--- config.mk ---
export PLATFORM = sky130hd
export DESIGN_NAME = fr_core
export DESIGN_NICKNAME = d
export VERILOG_FILES = /design/src/sv/fr_pkg.sv /design/src/sv/fr_core.sv
export SDC_FILE = /design/constraint.sdc
export NUM_CORES = 1
export LEC_CHECK = 0
export BUFFER_PORTS_ARGS = -buffer_cell sky130_fd_sc_hd__buf_2
export CAP_MARGIN = 25
export CORE_AREA = 2 2 151 153
export DETAILED_ROUTE_END_ITERATION = 8
export DIE_AREA = 0 0 153 155
export GPL_TIMING_DRIVEN = 0
export PLACE_DENSITY_LB_ADDON = 0.25
export SLEW_MARGIN = 20
export SYNTH_ARGS = -nofsm -noshare
export SYNTH_HDL_FRONTEND = slang
export SYNTH_SLANG_ARGS = --single-unit
--- constraint.sdc ---
create_clock -name clk -period 8.01 [get_ports clk]
set_input_delay 2.0025 -clock clk [delete_from_list [all_inputs] [get_ports clk]]
set_output_delay 2.0025 -clock clk [all_outputs]
set_load 0.05 [all_outputs]
--- src/sv/fr_pkg.sv ---
`timescale 1ns / 1ps
// Shared types, result codes and the CRC-32C byte step of the fragment reassembler.
// No dependencies.
package fr_pkg;

  localparam int HDR_LEN = 5;
  localparam int SEQ_W = 8;
  localparam int CRC_W = 32;
  localparam int TOTAL_W = 9;
  localparam int LEN_OUT_W = 13;
  localparam int INDEX_W = 12;
  localparam logic [CRC_W-1:0] CRC_INIT = 32'hFFFF_FFFF;
  localparam logic [CRC_W-1:0] CRC_POLY = 32'h82F6_3B78;

  typedef enum logic {
    REQ_FRAG = 1'b0,
    REQ_READ = 1'b1
  } req_t;

  typedef enum logic [1:0] {
    ST_WAIT = 2'd0,
    ST_DONE = 2'd1,
    ST_REJ  = 2'd2,
    ST_READ = 2'd3
  } status_t;

  typedef enum logic [2:0] {
    ERR_NONE     = 3'd0,
    ERR_LENGTH   = 3'd1,
    ERR_SEQUENCE = 3'd2,
    ERR_CAPACITY = 3'd3,
    ERR_CHECKSUM = 3'd4
  } err_t;

  typedef struct packed {
    status_t               status;
    err_t                  error_code;
    logic [LEN_OUT_W-1:0]  message_length;
  } res_t;

  function automatic logic [CRC_W-1:0] crc32c_byte(input logic [CRC_W-1:0] crc,
                                                   input logic [7:0] b);
    logic [CRC_W-1:0] c;
    c = crc ^ {24'h0, b};
    for (int k = 0; k < 8; k++) begin
      c = (c >> 1) ^ (CRC_POLY & {CRC_W{c[0]}});
    end
    return c;
  endfunction

endpackage

--- src/sv/fr_core.sv ---
`timescale 1ns / 1ps
// Reassembly state, header capture, CRC-32C and fragment-end checks.
// Depends on fr_pkg; drives the message buffer write port.
module fr_core #(
  parameter int BUFFER_BYTES     = 4096,
  parameter int FRAG_PAYLOAD_MAX = 239,
  parameter int LINK_VALUE_MAX   = 244,
  parameter int SEQ_LIMIT        = 255
) (
  input  logic                            clk,
  input  logic                            rst,
  input  logic                            step,
  input  logic [7:0]                      data_byte,
  input  logic                            frag_last,
  output logic                            ram_we,
  output logic [$clog2(BUFFER_BYTES)-1:0] ram_waddr,
  output logic [7:0]                      ram_wdata,
  output fr_pkg::res_t                    res
);
  import fr_pkg::*;

  localparam int ADDR_W = $clog2(BUFFER_BYTES);
  localparam int ALEN_W = $clog2(BUFFER_BYTES + LINK_VALUE_MAX + 1);
  localparam int BP_W = $clog2(LINK_VALUE_MAX + 2);
  localparam int PAYLOAD_LEN_MAX = FRAG_PAYLOAD_MAX + HDR_LEN;

  logic              active, active_next;
  logic [CRC_W-1:0]  latched_crc, latched_crc_next;
  logic [SEQ_W-1:0]  first_seq, first_seq_next;
  logic [SEQ_W-1:0]  next_seq, next_seq_next;
  logic [TOTAL_W-1:0] fragment_total, fragment_total_next;
  logic [ALEN_W-1:0] assembled_length, assembled_length_next;
  logic [CRC_W-1:0]  running_crc, running_crc_next;
  logic [BP_W-1:0]   byte_position, byte_position_next;
  logic [SEQ_W-1:0]  header_seq, header_seq_next;
  logic [CRC_W-1:0]  header_crc, header_crc_next;

  logic [CRC_W-1:0]   exp_eff;
  logic [SEQ_W-1:0]   first_eff, next_eff;
  logic [TOTAL_W-1:0] total_eff;
  logic               store_byte;

  always_comb begin
    active_next           = active;
    latched_crc_next      = latched_crc;
    first_seq_next        = first_seq;
    next_seq_next         = next_seq;
    fragment_total_next   = fragment_total;
    assembled_length_next = assembled_length;
    running_crc_next      = running_crc;
    byte_position_next    = byte_position;
    header_seq_next       = header_seq;
    header_crc_next       = header_crc;
    res.status            = ST_WAIT;
    res.error_code        = ERR_NONE;
    res.message_length    = '0;
    store_byte            = 1'b0;
    exp_eff               = latched_crc;
    first_eff             = first_seq;
    next_eff              = next_seq;
    total_eff             = fragment_total;

    // absorb the byte
    if (byte_position < BP_W'(LINK_VALUE_MAX)) begin
      if (byte_position == '0) begin
        header_seq_next = data_byte;
      end else if (byte_position < BP_W'(HDR_LEN)) begin
        for (int i = 0; i < 4; i++) begin
          if (byte_position == BP_W'(i + 1)) begin
            header_crc_next[8*i +: 8] = header_crc[8*i +: 8] | data_byte;
          end
        end
      end else begin
        store_byte            = assembled_length < ALEN_W'(BUFFER_BYTES);
        running_crc_next      = crc32c_byte(running_crc, data_byte);
        assembled_length_next = assembled_length + ALEN_W'(1);
      end
    end
    if (byte_position <= BP_W'(LINK_VALUE_MAX)) begin
      byte_position_next = byte_position + BP_W'(1);
    end

    if (frag_last) begin
      if (!active) begin
        exp_eff   = header_crc_next;
        first_eff = header_seq_next;
        next_eff  = header_seq_next;
        total_eff = '0;
      end
      res.status = ST_REJ;
      priority if (byte_position_next < BP_W'(HDR_LEN) ||
                   byte_position_next > BP_W'(LINK_VALUE_MAX)) begin
        res.error_code = ERR_LENGTH;
      end else if (header_seq_next > SEQ_W'(SEQ_LIMIT) ||
                   32'(byte_position_next) > PAYLOAD_LEN_MAX) begin
        res.error_code = ERR_SEQUENCE;
      end else if (header_crc_next != exp_eff || header_seq_next != next_eff) begin
        res.error_code = ERR_SEQUENCE;
      end else if (assembled_length_next > ALEN_W'(BUFFER_BYTES)) begin
        res.error_code = ERR_CAPACITY;
      end else if (header_seq_next != '0) begin
        res.status = ST_WAIT;
      end else if ((total_eff + TOTAL_W'(1)) != ({1'b0, first_eff} + TOTAL_W'(1)) ||
                   ~running_crc_next != exp_eff) begin
        res.error_code = ERR_CHECKSUM;
      end else begin
        res.status         = ST_DONE;
        res.message_length = LEN_OUT_W'(assembled_length_next);
      end

      byte_position_next = '0;
      if (res.status == ST_WAIT) begin
        active_next         = 1'b1;
        latched_crc_next    = exp_eff;
        first_seq_next      = first_eff;
        next_seq_next       = header_seq_next - SEQ_W'(1);
        fragment_total_next = total_eff + TOTAL_W'(1);
        header_seq_next     = '0;
        header_crc_next     = '0;
      end else begin
        // reject or complete: drop all reassembly state
        active_next           = 1'b0;
        latched_crc_next      = '0;
        first_seq_next        = '0;
        next_seq_next         = '0;
        fragment_total_next   = '0;
        assembled_length_next = '0;
        running_crc_next      = CRC_INIT;
        header_seq_next       = '0;
        header_crc_next       = '0;
      end
    end
  end

  assign ram_we    = step && store_byte;
  assign ram_waddr = assembled_length[ADDR_W-1:0];
  assign ram_wdata = data_byte;

  always_ff @(posedge clk) begin
    if (rst) begin
      active           <= 1'b0;
      latched_crc      <= '0;
      first_seq        <= '0;
      next_seq         <= '0;
      fragment_total   <= '0;
      assembled_length <= '0;
      running_crc      <= CRC_INIT;
      byte_position    <= '0;
      header_seq       <= '0;
      header_crc       <= '0;
    end else if (step) begin
      active           <= active_next;
      latched_crc      <= latched_crc_next;
      first_seq        <= first_seq_next;
      next_seq         <= next_seq_next;
      fragment_total   <= fragment_total_next;
      assembled_length <= assembled_length_next;
      running_crc      <= running_crc_next;
      byte_position    <= byte_position_next;
      header_seq       <= header_seq_next;
      header_crc       <= header_crc_next;
    end
  end

  a_done_goes_idle: assert property (@(posedge clk) disable iff (rst)
    step && frag_last && res.status == ST_DONE |=> !active && running_crc == CRC_INIT)
    else $error("reassembly state not cleared after completion");

  a_err_only_on_reject: assert property (@(posedge clk) disable iff (rst)
    step |-> (res.error_code != ERR_NONE) == (frag_last && res.status == ST_REJ))
    else $error("error code does not match rejection");

  a_no_store_past_buffer: assert property (@(posedge clk) disable iff (rst)
    ram_we |-> assembled_length < ALEN_W'(BUFFER_BYTES))
    else $error("buffer write beyond capacity");

endmodule

==> reports/qor.txt, run 1 <==
I/O pin count - 51
Synth Area in Simple Gates - 0.167
layout cells sized above 1 - 0.148
outcome - completed
Die Y - 155 um
synth unique cells - 80
detailed-route via count - 9557
CP Capture Type - output pin
worst min-delay path category - reg2reg
drt total wl - 34700 um
dpl ws - -0.544 ns
Synth area leader - dfxtp_1
Synth area leaders - dfxtp_1, xnor2_1, nor2_1
EDFF count, synth - 0
fin. max-slew vios - 0
initial drt markers - 986
Layout Utilization - 0.525
number of global-route vias before repair - 8867
Clock Skews - 0.0149 ns
critical path arrival - 5.94 ns
Worst-path clk slew - 0.07 ns
CTS buffer count - 17
Worst setup SP type - primary input
commonest non-fill, non-tap cell in the layout - dfxtp_1
DRC - 0
Mapped Nets - 1209
Seq/Total Area, Yosys - 0.302
Post-Synthesis Cells - 1189
Final Hold Viols - 0
Core ar. - 0.0222 sq mm
clk buf depth - 2
clk sinks - 151
num rows - 55
Area Overhead vs Synth - 16.5%
Power per Cell Area - 171 mW/mm^2
Avg Inst Size Synth - 8.42 sq um
Buffers on Ports - 46
full die area - 0.0237 sq mm
total gr overflow - 0
first-pass GRT wire length - 52900 um
Worst-Skew Late Latency - 0.44 ns
Via-to-Cell Ratio - 6.10
TritonCTS clock tree - done
Slew @ Worst Pin - 0.961 ns
Yosys warning total - 0
final worst path period need - 7.95 ns
RSZ-0062 raised after global routing - no
CTS H-tree depth - 4
largest net degree at the start of global routing - 17
VDD IR max - 122 uV
Max Cap Viol - 0
top_reg_cell synth - dfxtp_1
largest family of logic cells by synthesized area - compound AO/OA/AOI/OAI gates
Power Total - 1990 uW
antenna-violating nets left - 0
HPWL Detailed - 25500 um
endpoints failing setup - 0
initial antenna violation count - 0
Max FO, Critical Path - 10
CP required - 6.01 ns
Slew Limit Headroom - 0.358
multiplexer share of the synthesized area - 0.0401
most frequent cells in the layout - dfxtp_1, nor2_1, xnor2_1, nand2_1, o21ai_0
Final WS setup - 0.0650 ns
period utilization - 0.992
Fmax - 0.126 GHz
die width - 153 um
Avg WL per Cell - 22.1 um
adder-cell area share of the yosys netlist - 0.00999
RePlAce Congestion - 0.975
Synth Area in Compound Gates - 0.226
Yosys top cell area share - 0.302
Initial Util - 0.451
DR pass1 iterations - 6
fillers - 2095
CTS root buffer - clkbuf_16
leak pwr - 0.00459 uW
Synth Area in XOR/XNOR - 0.195
Ant. Diodes - 0
Final nets - 1289
area of the mapped netlist - 0.0100 sq mm
GRT Total Usage - 0.288
asr flop ratio synth - 0
Setup CP Type - in2out
Synth Register Bits - 151
[metrics by stage]
step                cells  instance area [sq um]  setup TNS [ns]  hold WS, ns
floorplan            1189                  10000               0        0.424
global placement     1520                  10600           -6.86        0.437
detailed placement   1521                  10600           -7.16        0.449
CTS                  1560                  11500               0        0.457
global route         1567                  11700               0        0.486
finish               1567                  11700               0        0.463
[what timing repair did]
action / in CTS / in global routing
gates resized for setup: 24 / 34
pin swaps: 3 / 3
setup buffers: 7 / 6
hold buffers: 0 / 0
setup endpoints to repair: 16 / 14
[routing by layer]
| metal | up-vias | wire [um] | GRT usage |
|---|---|---|---|
| met2 | 459 | 15900 | 0.456 |
| met4 | 0 | 1150 | 0.108 |
| met5 | - | 0 | 0 |
| met1 | 4608 | 14900 | 0.397 |
| met3 | 69 | 2760 | 0.0462 |
| li1 | 4421 | - | - |
[synthesized netlist by cell type, drive strengths merged, types with 9 or more instances]
cell and n:
nand2b 9, xnor3 20, nand3 25, nor2 136, nor4 14, and2 12
xnor2 118, dfxtp 151, nand4 17, a22o 10, o21ai 62, a21o 12
nor2b 10, inv 28, mux2i 30, nor3 14, a21oi 60, xor2 45
clkbuf 66, mux2 9, o2bb2ai 26, a31oi 60, nand2 77, buf 38
[cell families (layout without fill, tap and decap cells)]
family,after synthesis,after routing
flops,151,151
fa+ha+maj,8,8
xor+xnor,184,184
buf+inv,132,225
mux,39,39
compound gates,328,328
simple gates,347,347
[layout make-up]
class	count	area (sq um)	area share
plain buffers	104	519	0.0445
clock buffers	18	429	0.0368
clock inverters	14	220	0.0189
inverters	28	105	0.00901
multi-input cells	906	6660	0.570
flip-flops and latches	151	3020	0.259
well taps	285	357	0.0306
repair buffers	61	358	0.0307
[path summary, 6_finish.rpt]
kind / startpoint / slack (ns) / depth (start not counted) / end
worst max-delay path: data_byte[2] / 0.06 / 12 / res[11]
worst min-delay path: latched_crc[15] / 0.46 / 1 / latched_crc[15]
worst max register to register: byte_position[0] / 2.45 / 18 / running_crc[24]
worst min register to register: latched_crc[15] / 0.46 / 1 / latched_crc[15]
[power breakdown]
| part | switching [uW] | internal (uW) |
|---|---|---|
| registers | 2.93 | 753 |
| logic | 191 | 128 |
| clock network | 362 | 558 |
| total | 556 | 1440 |
[worst max-delay path, cell delays in order]
cell     delay (ns)
buf_4          0.22
xor2_4         0.26
xnor3_2        0.55
xnor3_1        0.41
xor2_1         0.15
mux2i_1        0.10
or4_1          0.61
or4_4          0.57
or4b_4         0.55
buf_6          0.17
nor2_1         0.09
buf_2          0.26
[flip-flops by register name (all words and copies together), names as in the netlist]
register          cells
active                1
assembled_length     13
byte_position         8
first_seq             8
fragment_total        9
header_crc           32
header_seq            8
latched_crc          32
next_seq              8
running_crc          32
(Power assumes the default switching activity.)
==> run 2: changes to the inputs <==
- RECOVER_POWER: unset -> 50
==> run 2 against run 1 <==
  * First-iteration DRC count decreased by 3.7%
  * Clock skew decreased by 0.0028 ns
  * Cell count unchanged
  * Non-clock buffer count unchanged
  * Routed wire length increased by 0.22%
  * Sequential share of layout area increased by 0.061 points
  * Largest power group unchanged
  * Sequential power about the same
  * Worst setup slack got worse by 0.0019 ns
  * Clock power about the same
  * Worst hold slack got worse by 0.0084 ns
==> reports/qor.txt, run 2 (synthesis results as in run 1) <==
DR pass1 iterations - 5 (-1)
Initial Util - 0.451 (unchanged)
Ant. Diodes - 0 (unchanged)
first-pass GRT wire length - 52900 um (unchanged)
RePlAce Congestion - 0.975 (unchanged)
clk buf depth - 2 (unchanged)
num rows - 55 (unchanged)
GRT Total Usage - 0.288 (unchanged)
Buffers on Ports - 46 (unchanged)
Core ar. - 0.0222 sq mm (unchanged)
outcome - completed
Max Cap Viol - 0 (unchanged)
r2r setup slk - 2.45 ns (about the same)
most frequent CP cell - xnor2_1
max incr delay on CP - 0.63 ns (+0.02 ns)
Final nets - 1289 (unchanged)
drt total wl - 34800 um (+0.22%)
Layout Utilization - 0.524 (-0.00124)
CTS H-tree depth - 4 (unchanged)
number of global-route vias before repair - 8867 (unchanged)
layout cells sized above 1 - 0.131 (-0.0172)
antenna-violating nets left - 0 (unchanged)
HPWL Detailed - 25500 um (unchanged)
I/O pin count - 51 (unchanged)
Worst setup SP type - primary input
CP Capture Type - output pin
CTS root buffer - clkbuf_16
Slew @ Worst Pin - 0.962 ns (+0.000931 ns)
full die area - 0.0237 sq mm (unchanged)
initial antenna violation count - 0 (unchanged)
Via-to-Cell Ratio - 6.10 (about the same)
TritonCTS clock tree - done
Reg2Reg Depth - 15 (-3)
die width - 153 um (unchanged)
endpoints failing setup - 0 (unchanged)
Area Overhead vs Synth - 16.2%
Worst-Skew Late Latency - 0.44 ns (about the same)
clk sinks - 151 (unchanged)
DRC - 0 (unchanged)
CP required - 6.01 ns (about the same)
Reg2Reg Capture Point - latched_crc[6]
worst min-delay path category - reg2reg
Worst Hold Depth - 2 (+1)
Fmax - 0.126 GHz (about the same)
Die Y - 155 um (unchanged)
final worst path period need - 7.95 ns (+0.00188 ns)
Max FO, Critical Path - 10 (unchanged)
Largest regs - header_crc: 32 flops, latched_crc: 32 flops, running_crc: 32 flops
detailed-route via count - 9555 (-0.021%)
Power Total - 1990 uW (about the same)
RSZ-0062 raised after global routing - no
fin. max-slew vios - 0 (unchanged)
Setup CP Type - in2out
Slew Limit Headroom - 0.357 (-0.000622)
leak pwr - 0.00451 uW (-1.8%)
CTS buffer count - 17 (unchanged)
Final WS setup - 0.0631 ns (-0.00188 ns)
most frequent cells in the layout - dfxtp_1, nor2_1, xnor2_1, clkbuf_1, nand2_1
total gr overflow - 0 (unchanged)
CP max stage cell - or4b_4
Worst-path clk slew - 0.06 ns (about the same)
commonest non-fill, non-tap cell in the layout - dfxtp_1
Power per Cell Area - 171 mW/mm^2 (+0.19%)
Clock Skews - 0.0121 ns (-0.00282 ns)
hold path startpoint - first_seq[7]
critical-path cell list - buf_2 > xnor2_4 > xnor2_1 > xnor2_1 > xnor2_1 > o221ai_1 > a211oi_1 > nand2_1 > nand4bb_1 > or4b_4 > buf_6 > nor2_1 > buf_2
initial drt markers - 950 (-3.7%)
Critical R2R Launch - byte_position[4]
critical path arrival - 5.94 ns (about the same)
final instance area - 0.0116 sq mm (-0.24%)
dpl ws - -0.544 ns (unchanged)
largest net degree at the start of global routing - 17 (unchanged)
period utilization - 0.992 (about the same)
dpl cell area - 0.0106 sq mm (unchanged)
CP Launch Point - data_byte[7]
Final Hold Viols - 0 (unchanged)
Avg WL per Cell - 22.2 um (+0.22%)
hold path endpoint - first_seq[7]
VDD IR max - 122 uV (-0.15%)
## run 2: cell count changes in the layout (fill, tap and decap cells not counted)
cell	delta
clkbuf_1	+23
buf_2	-22
buf_1	-1
## run 2: worst max path at each step
stage                          to  slack, ns
final                     res[11]       0.06
after global routing      res[12]       0.01
after CTS                  res[9]      0.006
after detailed placement   res[4]      -0.54
after global placement     res[4]      -0.51
after floorplan            res[0]       0.15
## run 2: routing by layer
layer  global-route usage  vias up  wire length [um]
li1                     -     4422                 -
met1                0.397     4620             15200
met2                0.456      450             15900
met3               0.0462       63              2580
met4                0.108        0              1070
met5                    0        -                 0
## run 2: power by group
group	switching [uW]	total [uW]	leakage [uW]	internal, uW
combinational	191	319	0.00297	127
sequential	2.91	756	0.00122	753
clock	362	920	0.000321	558
## run 2: final cells by class
type / count / area (sq um)
clock inverter: 14 / 220
tap: 285 / 357
buffer: 104 / 519
sequential: 151 / 3020
timing repair buffer: 61 / 330
inverter: 28 / 105
fill: 2108 / 10600
clock buffer: 18 / 429
multi-input combinational: 906 / 6660
## run 2: stage by stage
| step | hold WS [ns] | TNS (ns) | cells |
|---|---|---|---|
| final | 0.455 | 0 | 1567 |
| after global routing | 0.486 | 0 | 1567 |
| after CTS | 0.457 | 0 | 1560 |
| after detailed placement | 0.449 | -7.16 | 1521 |
| after global placement | 0.437 | -6.86 | 1520 |
| after floorplan | 0.424 | 0 | 1189 |
## run 2: repair_timing
item | 4_1_cts | 5_1_grt
buffers inserted | 7 | 6
endpoints found under the hold margin | 0 | 0
pin swaps | 3 | 3
resized for setup | 24 | 34
setup endpoints to repair | 16 | 14
hold buffers | 0 | 0
## run 2: worst max-delay path: cells and delay by family
kind	cells	cell delay [ns]
XOR/XNOR	4	1.45
buffers and inverters	3	0.78
AND/OR/NAND/NOR	4	1.10
AO/OA/AOI/OAI	2	0.60
==> run 3: changes to the inputs <==
--- a/config.mk
+++ b/config.mk
@@ -13,4 +13,5 @@
 export GPL_TIMING_DRIVEN = 0
-export PLACE_DENSITY_LB_ADDON = 0.25
+export PLACE_DENSITY = 0.59
 export RECOVER_POWER = 50
+export SETUP_SLACK_MARGIN = 0.2
 export SLEW_MARGIN = 20
==> constraint.sdc (replaced) <==
create_clock -name clk -period 8.01 [get_ports clk]
set_input_delay 0.4005 -clock clk [delete_from_list [all_inputs] [get_ports clk]]
set_output_delay 0.4005 -clock clk [all_outputs]
set_load 0.05 [all_outputs]
==> run 3 against run 2 <==
  * Final area fell by 4.2%
  * Total power down 6.5%
  * Register-to-register slack got worse by 0.66 ns
  * Clock skew about the same
==> reports/qor.txt, run 3 (synthesis results as in run 1) <==
die width - 153 um (unchanged)
critical path arrival - 6.61 ns (+0.67 ns)
r2r setup slk - 1.79 ns (-0.66 ns)
Int Pwr - 1310 uW (-9.1%)
leak pwr - 0.00428 uW (-5.0%)
number of global-route vias before repair - 8772 (-1.1%)
Hold Buf Count CTS - 0 (unchanged)
CP required - 7.61 ns (+1.60 ns)
critical-path cell list - clkbuf_1 > nor4_1 > clkbuf_1 > buf_2 > nand3_1 > a31oi_1 > ha_1 > inv_1 > a311oi_1 > nand4b_1 > nor3_1 > xor2_1 > nand4_1 > or4_1 > or4b_4 > buf_6 > nor2_1 > buf_2
antenna-violating nets left - 0 (unchanged)
commonest non-fill, non-tap cell in the layout - dfxtp_1
worst path bufs/invs - 6 (+3)
worst min-delay path category - in2reg
I/O pin count - 51 (unchanged)
Psw - 557 uW (about the same)
Buffers on Ports - 46 (unchanged)
Flop pwr share - 0.405 (+0.026)
Max FO, Critical Path - 10 (unchanged)
Power per Cell Area - 167 mW/mm^2 (-2.4%)
clock power share - 0.438 (-0.023)
detailed-route via count - 9304 (-2.6%)
CTS H-tree depth - 4 (unchanged)
clk buf depth - 2 (unchanged)
hold path endpoint - fragment_total[0]
outcome - completed
VDD IR max - 88.1 uV (-28%)
CP max stage cell - nor4_1
Via-to-Cell Ratio - 5.98 (-1.9%)
RSZ-0062 raised after global routing - no
num rows - 55 (unchanged)
CTS-repair resized insts - 0 (-100%)
RePlAce Congestion - 0.946 (-3.0%)
GRT Total Usage - 0.286 (-0.00178)
Worst Hold Depth - 4 (+2)
Worst-Skew Late Latency - 0.44 ns (about the same)
initial drt markers - 865 (-8.9%)
Ant. Diodes - 0 (unchanged)
first-pass GRT wire length - 52400 um (-0.95%)
Fmax - 0.143 GHz (+13%)
CTS buffer count - 17 (unchanged)
Core ar. - 0.0222 sq mm (unchanged)
Critical R2R Launch - byte_position[4]
Worst setup SP type - flip-flop
most frequent cells in the layout - dfxtp_1, nor2_1, xnor2_1, clkbuf_1, nand2_1
Slew Limit Headroom - 0.167 (-0.190)
Clock Skews - 0.0116 ns (-0.000482 ns)
DRC - 0 (unchanged)
fillers - 2246 (+6.5%)
largest net degree at the start of global routing - 17 (unchanged)
endpoints failing setup - 0 (unchanged)
Max Cap Viol - 0 (unchanged)
TritonCTS clock tree - done
CTS root buffer - clkbuf_16
Reg2Reg Depth - 15 (unchanged)
max incr delay on CP - 1.05 ns (+0.42 ns)
Die Y - 155 um (unchanged)
Initial Util - 0.451 (unchanged)
Top Family by Delay on Critical Path - simple AND/OR/NAND/NOR gates
DR pass1 iterations - 8 (+3)
setup TNS - 0 ns (unchanged)
fin. max-slew vios - 0 (unchanged)
HPWL Detailed - 25700 um (+0.72%)
drt total wl - 34000 um (-2.3%)
Largest regs - header_crc: 32 flops, latched_crc: 32 flops, running_crc: 32 flops
Worst Hold Margin - 0.314 ns (-0.141 ns)
sw frac - 0.299 (+0.0196)
layout cells sized above 1 - 0.0984 (-0.0326)
total gr overflow - 0 (unchanged)
Area Overhead vs Synth - 11.3%
period utilization - 0.875 (-0.117)
CP Capture Type - output pin
Slew @ Worst Pin - 1.24 ns (+0.276 ns)
full die area - 0.0237 sq mm (unchanged)
hold path startpoint - step
Final nets - 1277 (-0.93%)
Logic pwr share - 0.156 (-0.004)
Setup CP Type - reg2out
Worst-path clk slew - 0.07 ns (about the same)
clk sinks - 151 (unchanged)
Final Hold Viols - 0 (unchanged)
initial antenna violation count - 0 (unchanged)
Reg2Reg Capture Point - latched_crc[6]
Avg WL per Cell - 21.8 um (-1.6%)
Post-CTS Setup Inserts - 0 (-7)
final worst path period need - 7.01 ns (-0.940 ns)
-- run 3: changes by cell type in the layout (fill, tap and decap cells not counted), moves of 5 or more --
cell	before	now
and2_0	1	7
and2_1	11	5
buf_4	38	23
clkbuf_1	83	92
clkbuf_4	5	0
xnor2_1	102	112
xnor2_4	11	0
-- run 3: how the worst max path moves through the flow --
stage	from	endpoint	slack [ns]	cells past startpoint
final	byte_position[4]	res[3]	1.00	18
after global routing	byte_position[4]	res[4]	0.67	18
after CTS	byte_position[4]	res[4]	1.74	18
after detailed placement	byte_position[4]	res[11]	2.25	18
after global placement	byte_position[4]	res[3]	2.13	18
after floorplan	byte_position[0]	res[0]	3.05	17
-- run 3: cell type report --
| cell class | count | area (sq um) | area share |
|---|---|---|---|
| tap | 285 | 357 | 0.0320 |
| timing repair buffer | 49 | 221 | 0.0199 |
| buffer | 104 | 500 | 0.0449 |
| sequential | 151 | 3020 | 0.271 |
| clock inverter | 14 | 143 | 0.0128 |
| inverter | 28 | 105 | 0.00943 |
| multi-input combinational | 906 | 6360 | 0.570 |
| clock buffer | 18 | 439 | 0.0394 |
-- run 3: power by group through the flow --
stage | sequential, uW | clock (uW) | combinational [uW]
after detailed placement | 773 | 0 | 285
after CTS | 755 | 822 | 287
after global placement | 773 | 0 | 286
after floorplan | 772 | 0 | 210
after global routing | 756 | 850 | 309
final | 756 | 817 | 291
-- run 3: per-stage QoR --
| stage | total power [uW] | instance area (sq um) | setup slack, ns | util | cells |
|---|---|---|---|---|---|
| global route | 1910 | 11100 | 0.668 | 0.501 | 1555 |
| floorplan | 981 | 10000 | 3.05 | - | 1189 |
| CTS | 1860 | 11200 | 1.74 | 0.504 | 1554 |
| detailed placement | 1060 | 10600 | 2.25 | 0.478 | 1522 |
| global placement | 1060 | 10600 | 2.13 | 0.477 | 1520 |
| finish | 1860 | 11100 | 1.00 | 0.501 | 1555 |
-- run 3: worst min-delay path: stages --
cell and delay [ns]:
buf_2 0.10, nand2_1 0.08, nand2_1 0.07, a21oi_1 0.05
-- run 3: layer usage --
metal	up-vias	track usage	part of all wire
li1	4406	-	-
met1	4482	0.400	0.46
met2	360	0.447	0.45
met3	56	0.0496	0.068
met4	0	0.101	0.026
met5	-	0	0
